File: config.mk
export PLATFORM = sky130hd
export DESIGN_NAME = line_follow_obstacle_steering
export DESIGN_NICKNAME = d
export VERILOG_FILES = /design/src/sv/lfos_pkg.sv /design/src/sv/line_follow_obstacle_steering.sv /design/src/sv/lfos_regs.sv /design/src/sv/lfos_div.sv
export SDC_FILE = /design/constraint.sdc
export NUM_CORES = 1
export LEC_CHECK = 0
export ABC_AREA = 1
export BUFFER_PORTS_ARGS = -buffer_cell sky130_fd_sc_hd__buf_4
export CORE_ASPECT_RATIO = 1.5
export CORE_MARGIN = 5
export CORE_UTILIZATION = 50
export DETAILED_ROUTE_END_ITERATION = 16
export GPL_TIMING_DRIVEN = 0
export PLACE_DENSITY = 0.71
export SLEW_MARGIN = 10
export SYNTH_ARGS = -nofsm -noshare
export SYNTH_HDL_FRONTEND = slang
export SYNTH_SLANG_ARGS = --single-unit
export TNS_END_PERCENT = 5
File: constraint.sdc
create_clock -name clock -period 4.6 [get_ports clock]
set_input_delay 0.69 -clock clock [delete_from_list [all_inputs] [get_ports clock]]
set_output_delay 0.69 -clock clock [all_outputs]
set_load 0.02 [all_outputs]
File: src/sv/lfos_pkg.sv
// ----------------------------------------------------------------------------
// Line follow and obstacle steering package
// Shared widths, codes, register indexes, reset values and transaction types.
// ----------------------------------------------------------------------------
`default_nettype none

package lfos_pkg;

   localparam int SENSOR_COUNT_DEF     = 8;
   localparam int MAX_TRACK_ACTIVE_DEF = 5;

   localparam int LINE_W     = 8;
   localparam int DIST_W     = 16;
   localparam int SPEED_W    = 7;
   localparam int GAIN_W     = 4;
   localparam int OUT_W      = 8;
   localparam int MODE_W     = 3;
   localparam int ERR_W      = 7;
   localparam int SUM_W      = 11;
   localparam int WGT_W      = 8;
   localparam int LIT_W      = 5;
   localparam int SPD_W      = 10;
   localparam int DIV_NUM_W  = 11;
   localparam int DIV_DEN_W  = 5;
   localparam int CSR_IDX_W  = 3;
   localparam int CSR_DATA_W = 16;

   localparam int WEIGHT_STEP  = 10;
   localparam int WEIGHT_HALF  = 5;
   localparam int TURN_DIVISOR = 10;

   // Division by ten as a multiply by ceil(2^19 / 10) and a shift by 19.
   localparam int TURN_RECIP       = 52429;
   localparam int TURN_RECIP_W     = 16;
   localparam int TURN_RECIP_SHIFT = 19;

   localparam logic [MODE_W-1:0] MODE_IDLE       = 3'd0;
   localparam logic [MODE_W-1:0] MODE_TRACK      = 3'd1;
   localparam logic [MODE_W-1:0] MODE_CROSS      = 3'd2;
   localparam logic [MODE_W-1:0] MODE_LOST       = 3'd3;
   localparam logic [MODE_W-1:0] MODE_EVADE_RIGHT = 3'd4;
   localparam logic [MODE_W-1:0] MODE_EVADE_LEFT = 3'd5;

   localparam logic [CSR_IDX_W-1:0] REG_SAFE_DISTANCE    = 3'd0;
   localparam logic [CSR_IDX_W-1:0] REG_INVALID_DISTANCE = 3'd1;
   localparam logic [CSR_IDX_W-1:0] REG_CRUISE_SPEED     = 3'd2;
   localparam logic [CSR_IDX_W-1:0] REG_TURN_GAIN        = 3'd3;
   localparam logic [CSR_IDX_W-1:0] REG_PIVOT_SPEED      = 3'd4;
   localparam logic [CSR_IDX_W-1:0] REG_EVADE_SPEED      = 3'd5;

   localparam logic [DIST_W-1:0]  RST_SAFE_DISTANCE    = 16'd22;
   localparam logic [DIST_W-1:0]  RST_INVALID_DISTANCE = 16'd65535;
   localparam logic [SPEED_W-1:0] RST_CRUISE_SPEED     = 7'd22;
   localparam logic [GAIN_W-1:0]  RST_TURN_GAIN        = 4'd4;
   localparam logic [SPEED_W-1:0] RST_PIVOT_SPEED      = 7'd18;
   localparam logic [SPEED_W-1:0] RST_EVADE_SPEED      = 7'd25;

   typedef struct packed {
      logic              motors_enabled;
      logic [LINE_W-1:0] line_bits;
      logic [DIST_W-1:0] front_cm;
      logic [DIST_W-1:0] left_cm;
      logic [DIST_W-1:0] right_cm;
   } req_type;

   typedef struct packed {
      logic signed [OUT_W-1:0] left_speed;
      logic signed [OUT_W-1:0] right_speed;
      logic [MODE_W-1:0]       mode;
   } rsp_type;

   typedef struct packed {
      logic [DIST_W-1:0]  safe_distance;
      logic [DIST_W-1:0]  invalid_distance;
      logic [SPEED_W-1:0] cruise_speed;
      logic [GAIN_W-1:0]  turn_gain;
      logic [SPEED_W-1:0] pivot_speed;
      logic [SPEED_W-1:0] evade_speed;
   } cfg_type;

endpackage

`default_nettype wire

File: src/sv/line_follow_obstacle_steering.sv
// ----------------------------------------------------------------------------
// Line follow and obstacle steering controller
// Turns one control tick into a differential wheel speed pair and a mode.
// ----------------------------------------------------------------------------
// Idle, evade, lost-line and crossing transactions give their result in the cycle
// after acceptance. A tracking transaction runs a sensor scan of one sensor per
// cycle, an 11-step centroid divide, a gain multiply and a reciprocal scaling
// by ten. One transaction is in work at a time.
// Reset clears the sequencer, the output valid and the stored line error, and
// loads the register defaults.
`default_nettype none

module line_follow_obstacle_steering #(
   parameter int SENSOR_COUNT     = lfos_pkg::SENSOR_COUNT_DEF,
   parameter int MAX_TRACK_ACTIVE = lfos_pkg::MAX_TRACK_ACTIVE_DEF
) (
   input  wire                                 clock,
   input  wire                                 reset,
   input  wire                                 req_valid,
   output logic                                req_ready,
   input  wire lfos_pkg::req_type              req_data,
   output logic                                rsp_valid,
   input  wire                                 rsp_ready,
   output lfos_pkg::rsp_type                   rsp_data,
   input  wire                                 csr_valid,
   output logic                                csr_ready,
   input  wire [lfos_pkg::CSR_IDX_W-1:0]       csr_index,
   input  wire [lfos_pkg::CSR_DATA_W-1:0]      csr_wdata
);

   localparam int LINE_W    = lfos_pkg::LINE_W;
   localparam int OUT_W     = lfos_pkg::OUT_W;
   localparam int ERR_W     = lfos_pkg::ERR_W;
   localparam int SUM_W     = lfos_pkg::SUM_W;
   localparam int WGT_W     = lfos_pkg::WGT_W;
   localparam int LIT_W     = lfos_pkg::LIT_W;
   localparam int SPD_W     = lfos_pkg::SPD_W;
   localparam int NUM_W     = lfos_pkg::DIV_NUM_W;
   localparam int DEN_W     = lfos_pkg::DIV_DEN_W;
   localparam int SCL_W     = lfos_pkg::DIV_NUM_W + lfos_pkg::TURN_RECIP_W;
   localparam int IDX_W     = $clog2(SENSOR_COUNT);
   localparam int SCAN_BITS = (SENSOR_COUNT < LINE_W) ? SENSOR_COUNT : LINE_W;
   localparam int WGT_START_I = -(lfos_pkg::WEIGHT_HALF * (SENSOR_COUNT - 1));
   localparam logic signed [WGT_W-1:0] WGT_START = WGT_W'(WGT_START_I);

   typedef enum logic [6:0] {
      ST_IDLE      = 7'b0000001,
      ST_SCAN      = 7'b0000010,
      ST_DIV1_GO   = 7'b0000100,
      ST_DIV1_WAIT = 7'b0001000,
      ST_MUL       = 7'b0010000,
      ST_SCALE     = 7'b0100000,
      ST_DONE      = 7'b1000000
   } state_type;

   function automatic logic signed [OUT_W-1:0] sat_out(input logic signed [SPD_W-1:0] v);
      logic signed [OUT_W-1:0] r;
      if (v > SPD_W'(127)) begin
         r = OUT_W'(127);
      end else if (v < -SPD_W'(128)) begin
         r = OUT_W'(-128);
      end else begin
         r = v[OUT_W-1:0];
      end
      return r;
   endfunction

   lfos_pkg::cfg_type cfg;

   state_type                 state_ff, state_in;
   logic [LINE_W-1:0]         bits_ff, bits_in;
   logic [IDX_W-1:0]          idx_ff, idx_in;
   logic signed [WGT_W-1:0]   wgt_ff, wgt_in;
   logic signed [SUM_W-1:0]   sum_ff, sum_in;
   logic [LIT_W-1:0]          lit_ff, lit_in;
   logic                      neg_ff, neg_in;
   logic [ERR_W-1:0]          errmag_ff, errmag_in;
   logic [NUM_W-1:0]          prod_ff, prod_in;
   logic [ERR_W-1:0]          turnmag_ff, turnmag_in;
   logic signed [ERR_W-1:0]   last_error_ff, last_error_in;
   logic                      rsp_valid_ff, rsp_valid_in;
   lfos_pkg::rsp_type         rsp_data_ff, rsp_data_in;

   logic                      req_accept;
   logic                      rsp_free;
   logic                      front_clear;
   logic [LIT_W-1:0]          lit_cnt;
   logic signed [OUT_W-1:0]   evade_pos, spin_pos, base_pos;
   logic                      last_positive;
   lfos_pkg::rsp_type         imm_rsp;
   logic                      imm_done;
   logic [SUM_W-1:0]          abs_sum;
   logic [NUM_W-1:0]          prod;
   logic [SCL_W-1:0]          scaled;
   logic signed [SPD_W-1:0]   base_s, turn_s, left_w, right_w;
   logic signed [ERR_W:0]     err_w;
   logic signed [ERR_W-1:0]   err_sat;

   logic                      div_start;
   logic [NUM_W-1:0]          div_num;
   logic [DEN_W-1:0]          div_den;
   logic                      div_done;
   logic [NUM_W-1:0]          div_quo;

   lfos_regs u_regs (
      .clock     (clock),
      .reset     (reset),
      .csr_write (csr_valid),
      .csr_index (csr_index),
      .csr_wdata (csr_wdata),
      .cfg       (cfg)
   );

   lfos_div u_div (
      .clock    (clock),
      .reset    (reset),
      .start    (div_start),
      .num      (div_num),
      .den      (div_den),
      .done     (div_done),
      .quotient (div_quo)
   );

   assign csr_ready  = 1'b1;
   assign rsp_free   = !rsp_valid_ff || rsp_ready;
   assign req_ready  = (state_ff == ST_IDLE) && rsp_free;
   assign req_accept = req_valid && req_ready;

   always_comb begin
      lit_cnt = '0;
      for (int i = 0; i < LINE_W; i++) begin
         if (i < SCAN_BITS) begin
            lit_cnt = lit_cnt + LIT_W'(req_data.line_bits[i]);
         end
      end
   end

   always_comb begin
      front_clear   = (req_data.front_cm >= cfg.safe_distance) ||
                      (req_data.front_cm == cfg.invalid_distance);
      evade_pos     = OUT_W'(cfg.evade_speed);
      spin_pos      = OUT_W'(cfg.pivot_speed);
      base_pos      = OUT_W'(cfg.cruise_speed);
      last_positive = !last_error_ff[ERR_W-1] && (last_error_ff != '0);
      imm_done      = 1'b1;
      imm_rsp.left_speed  = '0;
      imm_rsp.right_speed = '0;
      imm_rsp.mode        = lfos_pkg::MODE_IDLE;
      if (!req_data.motors_enabled) begin
         imm_rsp.mode = lfos_pkg::MODE_IDLE;
      end else if (!front_clear) begin
         if (req_data.left_cm < req_data.right_cm) begin
            imm_rsp.left_speed  = evade_pos;
            imm_rsp.right_speed = -evade_pos;
            imm_rsp.mode        = lfos_pkg::MODE_EVADE_RIGHT;
         end else begin
            imm_rsp.left_speed  = -evade_pos;
            imm_rsp.right_speed = evade_pos;
            imm_rsp.mode        = lfos_pkg::MODE_EVADE_LEFT;
         end
      end else if (lit_cnt == '0) begin
         imm_rsp.left_speed  = last_positive ? spin_pos : -spin_pos;
         imm_rsp.right_speed = last_positive ? -spin_pos : spin_pos;
         imm_rsp.mode        = lfos_pkg::MODE_LOST;
      end else if (lit_cnt > LIT_W'(MAX_TRACK_ACTIVE)) begin
         imm_rsp.left_speed  = base_pos;
         imm_rsp.right_speed = base_pos;
         imm_rsp.mode        = lfos_pkg::MODE_CROSS;
      end else begin
         imm_done = 1'b0;
      end
   end

   always_comb begin
      abs_sum = sum_ff[SUM_W-1] ? -sum_ff : sum_ff;
      prod    = NUM_W'(errmag_ff) * NUM_W'(cfg.turn_gain);
      scaled  = SCL_W'(prod_ff) * SCL_W'(lfos_pkg::TURN_RECIP);
      base_s  = SPD_W'(cfg.cruise_speed);
      turn_s  = neg_ff ? -SPD_W'(turnmag_ff) : SPD_W'(turnmag_ff);
      left_w  = base_s + turn_s;
      right_w = base_s - turn_s;
      err_w   = neg_ff ? -{1'b0, errmag_ff} : {1'b0, errmag_ff};
      if (err_w > (ERR_W + 1)'(63)) begin
         err_sat = ERR_W'(63);
      end else if (err_w < -(ERR_W + 1)'(64)) begin
         err_sat = ERR_W'(-64);
      end else begin
         err_sat = err_w[ERR_W-1:0];
      end
   end

   always_comb begin
      state_in      = state_ff;
      bits_in       = bits_ff;
      idx_in        = idx_ff;
      wgt_in        = wgt_ff;
      sum_in        = sum_ff;
      lit_in        = lit_ff;
      neg_in        = neg_ff;
      errmag_in     = errmag_ff;
      prod_in       = prod_ff;
      turnmag_in    = turnmag_ff;
      last_error_in = last_error_ff;
      rsp_valid_in  = rsp_valid_ff && !rsp_ready;
      rsp_data_in   = rsp_data_ff;
      div_start     = 1'b0;
      div_num       = NUM_W'(abs_sum);
      div_den       = DEN_W'(lit_ff);
      case (state_ff)
         ST_IDLE: begin
            if (req_accept) begin
               if (imm_done) begin
                  rsp_valid_in = 1'b1;
                  rsp_data_in  = imm_rsp;
               end else begin
                  state_in = ST_SCAN;
                  bits_in  = req_data.line_bits;
                  idx_in   = '0;
                  wgt_in   = WGT_START;
                  sum_in   = '0;
                  lit_in   = lit_cnt;
               end
            end
         end
         ST_SCAN: begin
            if (bits_ff[0]) begin
               sum_in = sum_ff + SUM_W'(wgt_ff);
            end
            wgt_in  = wgt_ff + WGT_W'(lfos_pkg::WEIGHT_STEP);
            bits_in = bits_ff >> 1;
            idx_in  = idx_ff + IDX_W'(1);
            if (idx_ff == IDX_W'(SENSOR_COUNT - 1)) begin
               state_in = ST_DIV1_GO;
            end
         end
         ST_DIV1_GO: begin
            div_start = 1'b1;
            neg_in    = sum_ff[SUM_W-1];
            state_in  = ST_DIV1_WAIT;
         end
         ST_DIV1_WAIT: begin
            if (div_done) begin
               errmag_in = div_quo[ERR_W-1:0];
               state_in  = ST_MUL;
            end
         end
         ST_MUL: begin
            prod_in  = prod;
            state_in = ST_SCALE;
         end
         ST_SCALE: begin
            turnmag_in = scaled[lfos_pkg::TURN_RECIP_SHIFT +: ERR_W];
            state_in   = ST_DONE;
         end
         ST_DONE: begin
            if (rsp_free) begin
               rsp_valid_in            = 1'b1;
               rsp_data_in.left_speed  = sat_out(left_w);
               rsp_data_in.right_speed = sat_out(right_w);
               rsp_data_in.mode        = lfos_pkg::MODE_TRACK;
               last_error_in           = err_sat;
               state_in                = ST_IDLE;
            end
         end
         default: begin
            state_in = ST_IDLE;
         end
      endcase
   end

   always_ff @(posedge clock) begin
      if (reset) begin
         state_ff      <= ST_IDLE;
         last_error_ff <= '0;
         rsp_valid_ff  <= 1'b0;
      end else begin
         state_ff      <= state_in;
         last_error_ff <= last_error_in;
         rsp_valid_ff  <= rsp_valid_in;
      end
      bits_ff     <= bits_in;
      idx_ff      <= idx_in;
      wgt_ff      <= wgt_in;
      sum_ff      <= sum_in;
      lit_ff      <= lit_in;
      neg_ff      <= neg_in;
      errmag_ff   <= errmag_in;
      prod_ff     <= prod_in;
      turnmag_ff  <= turnmag_in;
      rsp_data_ff <= rsp_data_in;
   end

   assign rsp_valid = rsp_valid_ff;
   assign rsp_data  = rsp_data_ff;

   a_disabled_idle: assert property (@(posedge clock) disable iff (reset)
      (req_valid && req_ready && !req_data.motors_enabled) |=>
      (rsp_valid && rsp_data.mode == lfos_pkg::MODE_IDLE))
      else $error("Disabled transaction did not give an idle result.");

   a_last_error_hold: assert property (@(posedge clock) disable iff (reset)
      (state_ff != ST_DONE) |=> $stable(last_error_ff))
      else $error("Stored line error changed outside a tracking result.");

   a_div_done_wait: assert property (@(posedge clock) disable iff (reset)
      div_done |-> (state_ff == ST_DIV1_WAIT))
      else $error("Divider finished while the sequencer was not waiting.");

   a_track_result: assert property (@(posedge clock) disable iff (reset)
      (state_ff == ST_DONE && rsp_free) |=>
      (rsp_valid && rsp_data.mode == lfos_pkg::MODE_TRACK && state_ff == ST_IDLE))
      else $error("Tracking result was not issued.");

endmodule

`default_nettype wire

File: src/sv/lfos_regs.sv
// ----------------------------------------------------------------------------
// Steering configuration registers
// Holds the six control registers written through the register port.
// ----------------------------------------------------------------------------
`default_nettype none

module lfos_regs (
   input  wire                                    clock,
   input  wire                                    reset,
   input  wire                                    csr_write,
   input  wire [lfos_pkg::CSR_IDX_W-1:0]          csr_index,
   input  wire [lfos_pkg::CSR_DATA_W-1:0]         csr_wdata,
   output lfos_pkg::cfg_type                      cfg
);

   lfos_pkg::cfg_type cfg_ff;
   lfos_pkg::cfg_type cfg_in;

   always_comb begin
      cfg_in = cfg_ff;
      if (csr_write) begin
         case (csr_index)
            lfos_pkg::REG_SAFE_DISTANCE: begin
               cfg_in.safe_distance = csr_wdata[lfos_pkg::DIST_W-1:0];
            end
            lfos_pkg::REG_INVALID_DISTANCE: begin
               cfg_in.invalid_distance = csr_wdata[lfos_pkg::DIST_W-1:0];
            end
            lfos_pkg::REG_CRUISE_SPEED: begin
               cfg_in.cruise_speed = csr_wdata[lfos_pkg::SPEED_W-1:0];
            end
            lfos_pkg::REG_TURN_GAIN: begin
               cfg_in.turn_gain = csr_wdata[lfos_pkg::GAIN_W-1:0];
            end
            lfos_pkg::REG_PIVOT_SPEED: begin
               cfg_in.pivot_speed = csr_wdata[lfos_pkg::SPEED_W-1:0];
            end
            lfos_pkg::REG_EVADE_SPEED: begin
               cfg_in.evade_speed = csr_wdata[lfos_pkg::SPEED_W-1:0];
            end
            default: begin
               cfg_in = cfg_ff;
            end
         endcase
      end
   end

   always_ff @(posedge clock) begin
      if (reset) begin
         cfg_ff.safe_distance    <= lfos_pkg::RST_SAFE_DISTANCE;
         cfg_ff.invalid_distance <= lfos_pkg::RST_INVALID_DISTANCE;
         cfg_ff.cruise_speed     <= lfos_pkg::RST_CRUISE_SPEED;
         cfg_ff.turn_gain        <= lfos_pkg::RST_TURN_GAIN;
         cfg_ff.pivot_speed      <= lfos_pkg::RST_PIVOT_SPEED;
         cfg_ff.evade_speed      <= lfos_pkg::RST_EVADE_SPEED;
      end else begin
         cfg_ff <= cfg_in;
      end
   end

   assign cfg = cfg_ff;

endmodule

`default_nettype wire

File: src/sv/lfos_div.sv
// ----------------------------------------------------------------------------
// Restoring divider
// Unsigned divide, one quotient bit per cycle, used for the centroid division
// by the lit sensor count.
// ----------------------------------------------------------------------------
`default_nettype none

module lfos_div (
   input  wire                                 clock,
   input  wire                                 reset,
   input  wire                                 start,
   input  wire [lfos_pkg::DIV_NUM_W-1:0]       num,
   input  wire [lfos_pkg::DIV_DEN_W-1:0]       den,
   output logic                                done,
   output logic [lfos_pkg::DIV_NUM_W-1:0]      quotient
);

   localparam int NUM_W = lfos_pkg::DIV_NUM_W;
   localparam int DEN_W = lfos_pkg::DIV_DEN_W;
   localparam int CNT_W = $clog2(NUM_W + 1);

   logic [DEN_W-1:0] rem_ff, rem_in;
   logic [NUM_W-1:0] quo_ff, quo_in;
   logic [DEN_W-1:0] den_ff, den_in;
   logic [CNT_W-1:0] cnt_ff, cnt_in;
   logic             busy_ff, busy_in;
   logic             done_ff, done_in;
   logic [DEN_W:0]   shifted;
   logic [DEN_W:0]   diff;
   logic             fits;

   always_comb begin
      shifted = {rem_ff, quo_ff[NUM_W-1]};
      diff    = shifted - {1'b0, den_ff};
      fits    = shifted >= {1'b0, den_ff};
      rem_in  = rem_ff;
      quo_in  = quo_ff;
      den_in  = den_ff;
      cnt_in  = cnt_ff;
      busy_in = busy_ff;
      done_in = 1'b0;
      if (start) begin
         rem_in  = '0;
         quo_in  = num;
         den_in  = den;
         cnt_in  = CNT_W'(NUM_W);
         busy_in = 1'b1;
      end else if (busy_ff) begin
         rem_in = fits ? diff[DEN_W-1:0] : shifted[DEN_W-1:0];
         quo_in = {quo_ff[NUM_W-2:0], fits};
         cnt_in = cnt_ff - CNT_W'(1);
         if (cnt_ff == CNT_W'(1)) begin
            busy_in = 1'b0;
            done_in = 1'b1;
         end
      end
   end

   always_ff @(posedge clock) begin
      if (reset) begin
         busy_ff <= 1'b0;
         done_ff <= 1'b0;
      end else begin
         busy_ff <= busy_in;
         done_ff <= done_in;
      end
      rem_ff <= rem_in;
      quo_ff <= quo_in;
      den_ff <= den_in;
      cnt_ff <= cnt_in;
   end

   assign done     = done_ff;
   assign quotient = quo_ff;

endmodule

`default_nettype wire
# Word-level counts from Yosys, hierarchy flattened
# Cells that the tools add are included.
[totals]
ff_bits = 179
inputBits = 81
out_inout_bits = 22
elab_cells = 167
[classes]
add_sub_neg = 19
muxes = 56
bitwise_logic = 2
n_eq_ne = 22
magnitude_cmp = 10
n_mul = 2
reduce_logical = 29
[ops]
columns = ["operator", "count"]
rows = [
  ["2-to-1 mux 19 bit", 6],
  ["2-to-1 mux 8 bit", 11],
  ["2-to-1 mux 11 bit", 6],
  ["2-to-1 mux 7 bit", 7],
  ["one-hot mux 7 bit (7 select lines)", 1],
  ["one-hot mux 19 bit (2 select lines)", 1],
  ["one-hot mux 8 bit (2 select lines)", 2],
  ["multiplier 11 x 16 -> 26 bit, second input constant", 1],
  ["negator 7 -> 8 bit", 3],
  ["one-hot mux 11 bit (2 select lines)", 1],
  ["greater-than comparator 10 x 8 -> 1 bit, second input constant", 2],
  ["< comparator 10 x 8 -> 1 bit, second input constant", 2],
  ["2-to-1 mux 18 bit", 1],
  ["equality test 16 bit", 1],
  [">= comparator 16 bit", 1],
  ["< comparator 16 bit", 1],
  ["2-to-1 mux 16 bit", 1],
  ["AND reduction 2 bit", 8],
  ["adder 5 x 1 -> 5 bit", 3],
  ["2-to-1 mux 1 bit", 12],
  ["inequality test 2 bit, second input constant", 6],
  ["adder 11 x 8 -> 11 bit", 1],
  ["multiplier 7 x 4 -> 11 bit", 1],
  ["negator 11 bit", 1],
  ["44 further kinds", 60],
]

# Longest topological paths before layout
[depth]
depth_word = 15
ltp_mapped = 22
depth_no_buf = 22

# Hierarchy
# A second synthesis with hierarchy kept.
[hier_totals]
cells_unflattened = 1920
hier_area_um2 = 14626.5
[by_module_without_submodules]
columns = ["mod", "instances", "seq_area_each_um2", "area_per_inst_um2", "cells_each"]
rows = [
  ["line_follow_obstacle_steering", 1, 2642.5, 11044.3, 1453],
  ["lfos_regs", 1, 1141.1, 2235.9, 314],
  ["lfos_div", 1, 700.7, 1346.3, 153],
]

# Worst setup path before layout
# No wires, ideal clock.
[synth_timing]
kind = "input-to-reg"
from = "input req_data[48] in the netlist's numbering"
to = "register rsp_data_ff, in the netlist rsp_data[0], enable pin"
t_arrival_ns = 4.547
path_slack_ns = -0.348
required_ns = 4.199
n_path_buf = 1
cell_stages = 17
setup_ns = 0.401
path_cell_list = "inv_1 fa_1 fa_1 fa_1 inv_1 ha_1 fa_1 inv_1 nand2_1 nor2_1 nand2_1 buf_4 nand2_1 nor2_1 nand2_1 nand2_1 a21oi_1"
[synth_via]
elab_chain_cells = 14
elab_cells_between_ends = 15
cone_classes = "add/sub: 7; order compare: 1; eq/ne: 1; mux: 4; reduce/logical: 2"
[synth_rtl]
columns = ["element", "line", "source"]
rows = [
  ["start, declared", "line_follow_obstacle_steering.sv:21", "input wire lfos_pkg::req_type req_data,"],
  ["adder 1 x 1 -> 2 bit (*)", "line_follow_obstacle_steering.sv:133", "lit_cnt = lit_cnt + LIT_W'(req_data.line_bits[i]);"],
  ["adder 2 x 1 -> 3 bit (*)", "line_follow_obstacle_steering.sv:133", ""],
  ["adder 3 x 1 -> 4 bit (*)", "line_follow_obstacle_steering.sv:133", ""],
  ["adder 4 x 1 -> 5 bit (*)", "line_follow_obstacle_steering.sv:133", ""],
  ["adder 5 x 1 -> 5 bit (*) (3 in a row)", "line_follow_obstacle_steering.sv:133", ""],
  ["net lit_cnt[1]", "line_follow_obstacle_steering.sv:87", "logic [LIT_W-1:0] lit_cnt;"],
  ["greater-than comparator 5 x 3 -> 1 bit", "line_follow_obstacle_steering.sv:165", "end else if (lit_cnt > LIT_W'(MAX_TRACK_ACTIVE)) begin"],
  ["2-to-1 mux 1 bit", "line_follow_obstacle_steering.sv:165", ""],
  ["2-to-1 mux 1 bit (*)", "line_follow_obstacle_steering.sv:161", "end else if (lit_cnt == '0) begin"],
  ["2-to-1 mux 1 bit (*)", "line_follow_obstacle_steering.sv:151", "end else if (!front_clear) begin"],
  ["2-to-1 mux 1 bit (*)", "line_follow_obstacle_steering.sv:149", "if (!req_data.motors_enabled) begin"],
  ["inequality test 2 bit (no line) (*)", "-", ""],
  ["AND reduction 4 bit (no line) (*)", "-", ""],
  ["end signal, assigned", "line_follow_obstacle_steering.sv:290", "rsp_data_ff <= rsp_data_in;"],
  ["end, declared", "line_follow_obstacle_steering.sv:82", "lfos_pkg::rsp_type rsp_data_ff, rsp_data_in;"],
]
# Mark *: on every way through the listed nets, which the timed path passes. The rest lies on a longest branch.
# A chain may end at the register's enable or synchronous reset.

# Worst setup path after layout
[layout_timing]
from = "register prod_ff[5]"
to = "register turnmag_ff[2] (data pin)"
[layout_via]
elab_chain_cells = 1
[layout_rtl]
columns = ["element", "line", "source"]
rows = [
  ["start, declared", "line_follow_obstacle_steering.sv:78", "logic [NUM_W-1:0] prod_ff, prod_in;"],
  ["start signal, assigned", "line_follow_obstacle_steering.sv:288", "prod_ff <= prod_in;"],
  ["multiplier 11 x 16 -> 26 bit", "line_follow_obstacle_steering.sv:177", "scaled = SCL_W'(prod_ff) * SCL_W'(lfos_pkg::TURN_RECIP);"],
  ["net scaled[21]", "line_follow_obstacle_steering.sv:94", "logic [SCL_W-1:0] scaled;"],
  ["end signal, assigned", "line_follow_obstacle_steering.sv:289", "turnmag_ff <= turnmag_in;"],
  ["end, declared", "line_follow_obstacle_steering.sv:79", "logic [ERR_W-1:0] turnmag_ff, turnmag_in;"],
]
# The timed path passes the listed nets, and every way through them passes these cells.

==> metrics.cfg <==
[status]
status = finished, final reports clean

[logic_synthesis]
synth_edf_count = 93
synthArstFlopShare_pct = 0
synth_top_flop_cell = edfxtp_1
syn_nets = 2101
syn-mean-instance-area_sq_um = 7.70
yosysWarnings = 0
yosysSeqAreaShare_pct = 32.0
synth_cell_types = 44
syn_inst = 1809
netlist_area_sq_um = 13900
ys_ff_latch = 176

[clocking]
cts_root_buffer = clkbuf_16
clk_latency_ps = 440
htreeDepth = 4
clkSlewWorstSetupHoldPaths_ps = 70
cts_buffers = 17
ctsHoldBuffers = 0
cts_buffer_depth = 2
clkSinkCount = 176
cts_tree = built

[floorplanning]
row_count = 74
ios = 103
fp.dieW_microns = 146
start_util_pct = 50.8
dieArea_sq_um = 31400
die_y_microns = 214
placeableCoreArea_sq_um = 27400

[critical_path]
start_kind = flip-flop
arrival_ps = 4730
crit_type = flip-flop to flip-flop
r2r_slack_ps = 40
required_ps = 4770
r2r_cells = 15
critPathMaxFanout = 4
endpoint_kind = flip-flop

[global_routing]
grt.overflow.total = 0
grt_pass1_wl_mm = 54.5
track_usage_pct = 20.8
grt_start_max_net_pins = 20
grt_antenna_before_repair = 0
grt_pass1_vias = 11800

[timing]
hold-worst-slack_ps = 421
maxSlewHeadroom_pct = 54.0
hold_viol_final = 0
fin_crit_ps = 4560
final.setup.tns_ps = 0
rsz0062_at_grt = true
setup_violations = 0
final.setup_skew_ps = 10.9
slew_violations = 0
period_share_pct = 99.1
fmax_mhz = 219
tightest_slew_ps = 685

[detailed_routing]
drc = 0
vias_per_cell = 5.22
post_drt_wl_per_cell_microns = 14.4
dr.pass1.iters = 7
wirelength_mm = 33.0
drt_iter0_drc = 642
vias = 12000
drtAntennaViolNets = 0

[place]
io_buffers = 101
dpl_cell_area_sq_um = 15100
finalWeightedCongestion = 0.906
numPlacedInstances = 2252
dpl.hpwl_mm = 26.7

[finish]
final_nets = 2230
final_cells = 2293
finalInstanceArea_sq_um = 15900
area_growth_pct = 14.3
diodes = 0
drive_above_1_share_pct = 10.0

[hold_path]
hold_depth = 0
worstHoldPathType = flip-flop to flip-flop

[power]
powerDensity_nw_per_um2 = 329
finalPower_mw = 5.24
ir_worst_vdd_v = 0.000306
p_leak_nw = 7.94

[run]
max-cap-violations = 0

-- routing by layer --
metal | part of all wire (%) | wire length [microns] | vias up | global-route usage, %
li1 | - | - | 6090 | -
met1 | 39 | 12900 | 5572 | 23.5
met2 | 54 | 17800 | 238 | 39.5
met3 | 3.6 | 1190 | 65 | 3.04
met4 | 3.1 | 1020 | 0 | 7.00
met5 | 0 | 0 | - | 0
-- kinds of logic (layout without fill, tap and decap cells) --
| kind of cell | Yosys count | count (layout) | share of synthesized area [%] |
|---|---|---|---|
| AND/OR/NAND/NOR | 696 | 696 | 20.9 |
| AO/OA/AOI/OAI | 275 | 275 | 10.8 |
| other | 1 | 1 | 0.0269 |
| XOR/XNOR | 55 | 55 | 3.46 |
| adder cells (fa/ha/maj) | 211 | 211 | 22.0 |
| flip-flops | 176 | 176 | 32.0 |
| buffers and inverters | 395 | 537 | 10.8 |
-- cells in the mapped netlist, types with 2 or more instances --
cell type	n	area share [%]
ha_1	155	14
nand3_1	109	3.9
nor2_1	128	3.5
a211oi_1	2	0.11
buf_4	4	0.22
o22ai_1	2	0.090
a31oi_1	8	0.36
o21ai_1	12	0.43
xnor2_1	13	0.82
edfxtp_1	93	20
nor4_1	6	0.27
fa_1	56	8.1
o211ai_1	24	1.3
inv_2	10	0.27
a21o_1	6	0.32
clkbuf_1	27	0.73
or2_2	3	0.13
buf_2	9	0.32
o21ai_0	93	3.3
o21bai_1	2	0.11
inv_1	341	9.2
nand2_1	401	11
nor2_2	4	0.18
dfxtp_1	83	12
a21oi_1	114	4.1
nor3_1	21	0.75
nand3b_1	4	0.22
o21a_1	3	0.16
xor2_1	42	2.6
nand4_1	15	0.67
a21boi_0	3	0.16
nand4_2	2	0.18
clkinv_1	3	0.081
-- flip-flops by register name, summed over array words and instances (netlist names) --
signal / cells
u_regs.cfg: 57
neg_ff: 1
u_div.done: 1
u_div.rem_ff: 5
errmag_ff: 7
u_div.quotient: 11
turnmag_ff: 7
state_ff: 7
prod_ff: 11
last_error_ff: 7
div_den: 4
rsp_valid: 1
sum_ff: 11
rsp_data: 19
u_div.den_ff: 4
bits_ff: 8
wgt_ff: 7
u_div.cnt_ff: 4
idx_ff: 3
u_div.busy_ff: 1
-- power by group --
group / leakage [nW] / switching, mW / internal [mW]
logic: 6.13 / 1.09 / 0.653
clock network: 0.286 / 0.670 / 0.742
registers: 1.53 / 0.114 / 1.97
-- layout make-up --
| class | count | area [sq um] |
|---|---|---|
| multi-input combinational | 1238 | 8090 |
| clock inverter | 14 | 116 |
| tap | 342 | 428 |
| sequential | 176 | 4450 |
| clock buffer | 18 | 450 |
| buffer | 41 | 180 |
| timing repair buffer | 110 | 863 |
| fill | 2471 | 11500 |
| inverter | 354 | 1330 |
-- cells in the final DEF (no fill, tap or decap), drive strengths merged, types with 2 or more instances in the layout --
master / count
xnor2: 13
a31oi: 8
nor4: 7
ha: 155
nor2: 132
o21ai: 105
nand4: 17
a211oi: 2
edfxtp: 93
fa: 56
nor3: 22
nand3: 109
o21bai: 2
inv: 361
nand2: 401
buf: 124
or2: 4
nand3b: 4
dfxtp: 83
clkbuf: 45
o22ai: 2
xor2: 42
o21a: 3
a21oi: 114
o211ai: 24
clkinv: 6
a21o: 6
a21boi: 3
-- critical path, cell delays in order, from the launching register on --
cell and delay [ps]:
edfxtp_1 500, ha_4 330, inv_1 60, fa_2 520, fa_1 510, inv_1 50
fa_1 490, inv_1 50, fa_1 520, inv_1 70, ha_4 260, a21oi_2 140
o21ai_1 120, a31oi_2 240, o211ai_1 220, xor2_1 200
-- path summary, 6_finish.rpt --
kind / start / to
setup / recovery: prod_ff[5]$_DFFE_PN_ / turnmag_ff[2]$_DFFE_PP_
hold / removal: div_den[3]$_DFFE_PP_ / u_div.den_ff[3]$_DFFE_PP_
setup reg to reg: prod_ff[5]$_DFFE_PN_ / turnmag_ff[2]$_DFFE_PP_
hold reg to reg: div_den[3]$_DFFE_PP_ / u_div.den_ff[3]$_DFFE_PP_
-- per-stage QoR --
step / util (%) / setup WS (ps)
2_1_floorplan: - / -18.1
3_3_place_gp: 55.1 / -976
3_5_place_dp: 55.1 / -935
4_1_cts: 57.3 / -205
5_1_grt: 58.1 / -76.8
6_report: 58.1 / 40.4
-- repair_timing --
item | in CTS | in global routing
resized for setup | 4 | 21
endpoints found under the hold margin | 0 | 0
setup buffers | 0 | 9
endpoints found under the setup margin | 53 | 55
pin swaps | 0 | 8
(Power assumes the default switching activity.)
